## src/rtl/qau_pkg.sv

```systemverilog
// Shared constants for the quaternion arithmetic unit.
package qau_pkg;

    localparam int DEF_FRAC_BITS = 12;
    localparam int DEF_WORD_BITS = 16;

    localparam int ACT_W = 2;

    localparam logic [ACT_W-1:0] ACT_SUM  = 2'd0;
    localparam logic [ACT_W-1:0] ACT_MUL  = 2'd1;
    localparam logic [ACT_W-1:0] ACT_INV  = 2'd2;
    localparam logic [ACT_W-1:0] ACT_CONJ = 2'd3;

    // Bit positions inside the result sideband.
    localparam int FLAG_SAT = 0;
    localparam int FLAG_DZ  = 1;
    localparam int FLAG_W   = 2;

endpackage

```

## src/rtl/qau_div_step.sv

```systemverilog
// One restoring-division step for the four lanes of the reciprocal path.
module qau_div_step
    import qau_pkg::*;
#(
    parameter int DW    = 40,
    parameter int NW    = 33,
    parameter int SHIFT = 0
) (
    input  logic [NW-1:0]         norm,
    input  logic [3:0][DW-1:0]    rem_in,
    output logic [3:0][DW-1:0]    rem_out,
    output logic [3:0]            ge
);

    localparam int CW = (DW > NW + SHIFT) ? DW : NW + SHIFT;

    logic [CW-1:0] dsor;
    logic [CW-1:0] rext [4];

    always_comb begin
        dsor = CW'(norm) << SHIFT;
        for (int k = 0; k < 4; k++) begin
            rext[k]    = CW'(rem_in[k]);
            ge[k]      = (rext[k] >= dsor);
            rem_out[k] = ge[k] ? DW'(rext[k] - dsor) : rem_in[k];
        end
    end

endmodule

```

## config.mk

```make
export PLATFORM = sky130hd
export DESIGN_NAME = qau_div_step
export DESIGN_NICKNAME = d
export VERILOG_FILES = /design/src/rtl/qau_pkg.sv /design/src/rtl/qau_div_step.sv
export SDC_FILE = /design/constraint.sdc
export NUM_CORES = 1
export LEC_CHECK = 0
export BUFFER_PORTS_ARGS = -buffer_cell sky130_fd_sc_hd__clkbuf_2
export CORE_MARGIN = 2
export CORE_UTILIZATION = 50
export DETAILED_ROUTE_END_ITERATION = 10
export PLACE_DENSITY_LB_ADDON = 0.15
export SLEW_MARGIN = 20
export SYNTH_ARGS = -nofsm -noshare
export SYNTH_HDL_FRONTEND = slang
export SYNTH_SLANG_ARGS = --single-unit
```

## constraint.sdc

```tcl
create_clock -name vclk -period 6.94
set_input_delay 1.735 -clock vclk [all_inputs]
set_output_delay 1.735 -clock vclk [all_outputs]
set_load 0.02 [all_outputs]
```

==> results.toml, run 1 <==
[yosys]
yosysUniqueCellTypes = 87
synthMuxAreaShare = 0.00799
synthXorXnorAreaFrac = 0.124
syn_area_um2 = 9550
ys_seq_area_frac = 0
synth_compound_area_frac = 0.364
synth_top_family_by_area = "compound AO/OA/AOI/OAI gates"
ys_warn_count = 0
syn_inst = 1462
syn_nets = 1791
synth-simple-area-share = 0.260
syn-mean-instance-area_um2 = 6.53
synth_adder_area_share = 0.181

[routing]
vias_per_cell = 6.01
vias = 12100
first_pass_iters = 5
postRouteAntennaNets = 0
drt_wl_total_um = 36300
drcViolationCount = 0
dr.first_iter.drc_count = 596
wire_per_inst_um = 18.1

[setup_path]
crit_family = "simple AND/OR/NAND/NOR gates"
path_cells = "clkbuf_2 -> inv_1 -> ha_1 -> nand4_2 -> or3_1 -> nor3_1 -> a31oi_1 -> and4b_1 -> o21bai_2 -> a21oi_4 -> buf_12 -> nor4_4 -> xor2_1 -> clkbuf_2"
cp_slowest_cell = "ha_1"
critPathArrivalTime_ns = 4.85
slowest_delay_ns = 0.53
required_ns = 5.20
worst-setup-path-type = "in2out"
crit_buf_inv = 4
crit_path_frequent_cell = "clkbuf_2"
endpoint_kind = "output pin"
start_kind = "input pin"
cp_max_fo = 38

[pwr]
vdd_drop_max_v = 0.0000769
power.total_mw = 1.39
power_density_nw_per_um2 = 121
p_leak_nw = 5.52

[global_route]
grt_antenna_before_repair = 0
grt_pass1_vias = 10800
grt_start_max_net_pins = 39
grt_pass1_wl_um = 54700
grt_util_all_layers = 0.338
grt_overflow = 0

[timing]
period_share = 0.949
drv_slew = 0
tightest_slew_ns = 0.556
setup_viol_count_final = 0
rsz0062_at_grt = "false"
hold_viol_final = 0
setup_tns_ns = 0
period_needed_ns = 6.59
clock.fmax_mhz = 152
maxSlewHeadroom = 0.625

[floorplanning]
num_io_pins = 357
dieArea_um2 = 20200
start_util = 0.511
die_w_um = 142
core.rowCount = 50
die_h_um = 142
core_area_um2 = 18700

[finish]
num_antenna_cells = 0
seqCellArea_um2 = 0
drive_above_1_share = 0.235
syn_to_final_growth_pct = 19.5
nClkBuffers = 0
nFlopsAndLatches = 0
layout_common_cells = "clkbuf_2, nand2_1, a21oi_1, o21ai_0, ha_1"
nets = 2103
final_common_cell = "clkbuf_2"

[clock_network]
cts_resized = 0
post_cts_buffers = 0
hold_buffers = 0

[flow_run]
drv_cap = 0

[placement]
place_congestion = 0.929
dp_hpwl_um = 30400
portBuffers = 357

[hold_path]
hold_class = "in2out"

[status]
run_status = "complete, no violations"
-- cells in the mapped netlist, types with 4 or more instances --
master	count	area share
buf_6	8	0.0094
buf_4	4	0.0031
nor4_1	12	0.0079
or2_2	9	0.0059
buf_2	22	0.012
nor2b_1	17	0.011
o31a_1	7	0.0064
nor3_1	22	0.012
a211oi_1	12	0.0094
clkbuf_1	22	0.0086
and4_1	5	0.0046
ha_1	132	0.17
and2_1	9	0.0059
nor3b_1	5	0.0039
nand4_1	32	0.021
nor2_1	86	0.034
o211ai_1	8	0.0063
xor2_1	64	0.059
o21a_1	16	0.013
o211a_1	4	0.0042
mux2_2	4	0.0047
o21ai_1	15	0.0079
a2111oi_0	5	0.0046
xnor2_1	71	0.065
a21boi_0	6	0.0047
a221oi_1	4	0.0037
o31ai_1	16	0.013
a21o_1	50	0.039
nand2_1	199	0.078
o21bai_1	26	0.020
a31oi_1	13	0.0085
nand3b_1	4	0.0031
nor4b_1	4	0.0037
o21ai_0	157	0.082
or4_1	4	0.0031
nand3_1	32	0.017
nand2b_1	24	0.016
a21oi_1	164	0.086
and3_1	12	0.0079
fa_1	4	0.0084
or3_1	14	0.0092
inv_1	68	0.027
a211o_1	8	0.0073
-- kinds of logic (layout without fill, tap and decap cells) --
logic type,Yosys count,after routing
compound gates,550,550
xor+xnor,135,135
fa+ha+maj,136,136
buf+inv,131,441
mux,7,7
simple gates,503,503
-- metal layers --
| layer | global-route usage | wire [um] |
|---|---|---|
| met5 | 0 | 0 |
| met4 | 0.180 | 2290 |
| met3 | 0.0269 | 2370 |
| met2 | 0.574 | 16500 |
| met1 | 0.425 | 15200 |
-- tightest hold or removal path: cells and delay by family --
kind | cells | cell delay (ns)
buf+inv | 2 | 0.24
xor+xnor | 1 | 0.06
-- worst paths after layout --
path   startpoint           end  depth (start not counted)
min   rem_in[156]  rem_out[156]                          3
max      norm[16]  rem_out[118]                         14
-- final cells by class --
class	count	area, um^2
fill	1950	7290
multi-input combinational	1331	8960
tap	234	293
inverter	71	267
timing repair buffer	370	1900
-- through the flow --
| stage | worst slack, ns | hold slack [ns] | instances | instance area, um^2 | util |
|---|---|---|---|---|---|
| after detailed placement | 0.348 | 3.77 | 2006 | 11400 | 0.610 |
| after global placement | 0.428 | 3.77 | 2006 | 11400 | 0.610 |
| after global routing | 0.0740 | 3.78 | 2006 | 11400 | 0.610 |
| final | 0.353 | 3.77 | 2006 | 11400 | 0.610 |
| after floorplan | 0.773 | 3.60 | 1462 | 9550 | - |
| after CTS | 0.337 | 3.77 | 2006 | 11400 | 0.610 |
-- power breakdown --
part           internal (mW)  switching, mW  total, mW
registers                  0              0          0
clock network              0              0          0
logic                  0.508          0.877       1.39
No activity file was read; power rests on OpenSTA's default activity.
==> inputs of run 2 (changes only) <==
- CORE_UTILIZATION: 50 -> 45
==> run 2 against run 1 <==
  * Clock-buffer cell count did not move
  * Wire length rose by 3.5%
  * Non-clock buffer count rose by 14
  * Total power rose by 1.0%
  * Largest cell class unchanged
  * Sequential cell count did not move
  * Sequential share of layout area did not move
==> results.toml, run 2 (same netlist as run 1, synthesis figures left out) <==
[status]
run_status = "complete, no violations"

[timing]
period_share = 0.972
drv_slew = 0
rsz0062_at_grt = "false"
hold_ws_ns = 3.77
period_needed_ns = 6.75
maxSlewHeadroom = 0.293
tightest_slew_ns = 1.06
clock.fmax_mhz = 148
setup_viol_count_final = 0
hold_viol_final = 0

[routing]
drt_wl_total_um = 37600
drcViolationCount = 0
first_pass_iters = 5
postRouteAntennaNets = 0
vias_per_cell = 5.82
wire_per_inst_um = 18.2
dr.first_iter.drc_count = 549
vias = 12000

[setup_path]
endpoint_kind = "output pin"
cp_max_fo = 4
crit_end = "rem_out[74]"
required_ns = 5.20
worst-setup-path-type = "in2out"
critPathArrivalTime_ns = 5.01
start_kind = "input pin"
startpoint = "norm[0]"

[finish]
drive_above_1_share = 0.242
num_antenna_cells = 0
nClkBuffers = 0
syn_to_final_growth_pct = 21.4
fin_cells = 2062
nets = 2118
layout_common_cells = "clkbuf_2, nand2_1, a21oi_1, o21ai_0, ha_1"
final_common_cell = "clkbuf_2"
final_area_um2 = 11600
nFlopsAndLatches = 0
seqCellArea_um2 = 0

[clock_network]
post_cts_buffers = 0
cts_resized = 0
hold_buffers = 0

[placement]
place_congestion = 0.932
place_area_um2 = 11600
place_inst = 2061
portBuffers = 357
dp_hpwl_um = 31500

[hold_path]
hold_class = "in2out"

[global_route]
grt_pass1_wl_um = 55800
grt_overflow = 0
grt_antenna_before_repair = 1
grt_util_all_layers = 0.314
grt_start_max_net_pins = 50
grt_pass1_vias = 10800

[pwr]
vdd_drop_max_v = 0.0000780
power_density_nw_per_um2 = 121
power.total_mw = 1.40
p_leak_nw = 5.60

[floorplanning]
die_h_um = 150
start_util = 0.456
dieArea_um2 = 22400
core_area_um2 = 21000
num_io_pins = 357
die_w_um = 150
core.rowCount = 53

[flow_run]
drv_cap = 0
run 2: changes by cell type in the layout (fill, tap and decap cells not counted), sizes merged:
cell  before  now
buf       13   27
nor2      88   89
run 2: worst min path at each step:
stage	slack, ns	start	depth (start not counted)	to
6_report	3.77	rem_in[116]	3	rem_out[116]
5_1_grt	3.79	rem_in[79]	3	rem_out[79]
3_3_place_gp	3.77	rem_in[156]	3	rem_out[156]
4_1_cts	3.77	rem_in[113]	3	rem_out[113]
2_1_floorplan	3.60	rem_in[113]	1	rem_out[113]
3_5_place_dp	3.77	rem_in[113]	3	rem_out[113]
run 2: area by class of cell:
type,count,area [um^2]
fill,2204,9350
multi-input combinational,1332,8960
timing repair buffer,384,2030
tap,275,344
inverter,71,267
run 2: routing by layer:
metal	track usage	routed length, um	up-vias
li1	-	-	6025
met1	0.388	15400	5415
met2	0.541	17400	476
met3	0.0375	2700	75
met4	0.147	2060	2
met5	0	13	-
run 2: per-stage QoR:
stage,util,setup TNS [ns],setup WS [ns]
2_1_floorplan,-,0,0.773
6_report,0.554,0,0.193
4_1_cts,0.554,0,0.223
5_1_grt,0.554,0,0.00296
3_5_place_dp,0.553,-0.0647,-0.0399
3_3_place_gp,0.553,0,0.0315
run 2: where the power goes:
group	leakage [nW]	internal, mW	switching [mW]	total, mW
logic	5.60	0.517	0.883	1.40
registers	0	0	0	0
clock network	0	0	0	0
run 2: what timing repair did:
item | CTS | global route
cloned | 1 | 0
pin swaps | 1 | 1
hold endpoints to repair | 0 | 0
endpoints found under the setup margin | 2 | 1
run 2: critical path: stages:
cell and delay [ns]:
clkbuf_2 0.18, ha_1 0.27, fa_1 0.39, nand2b_1 0.19, a211o_1 0.32, a31oi_1 0.35, o21ai_1 0.23, o21ba_2 0.26
o21ai_0 0.41, a41oi_1 0.22, nand2_1 0.12, xnor2_1 0.12, clkbuf_2 0.19
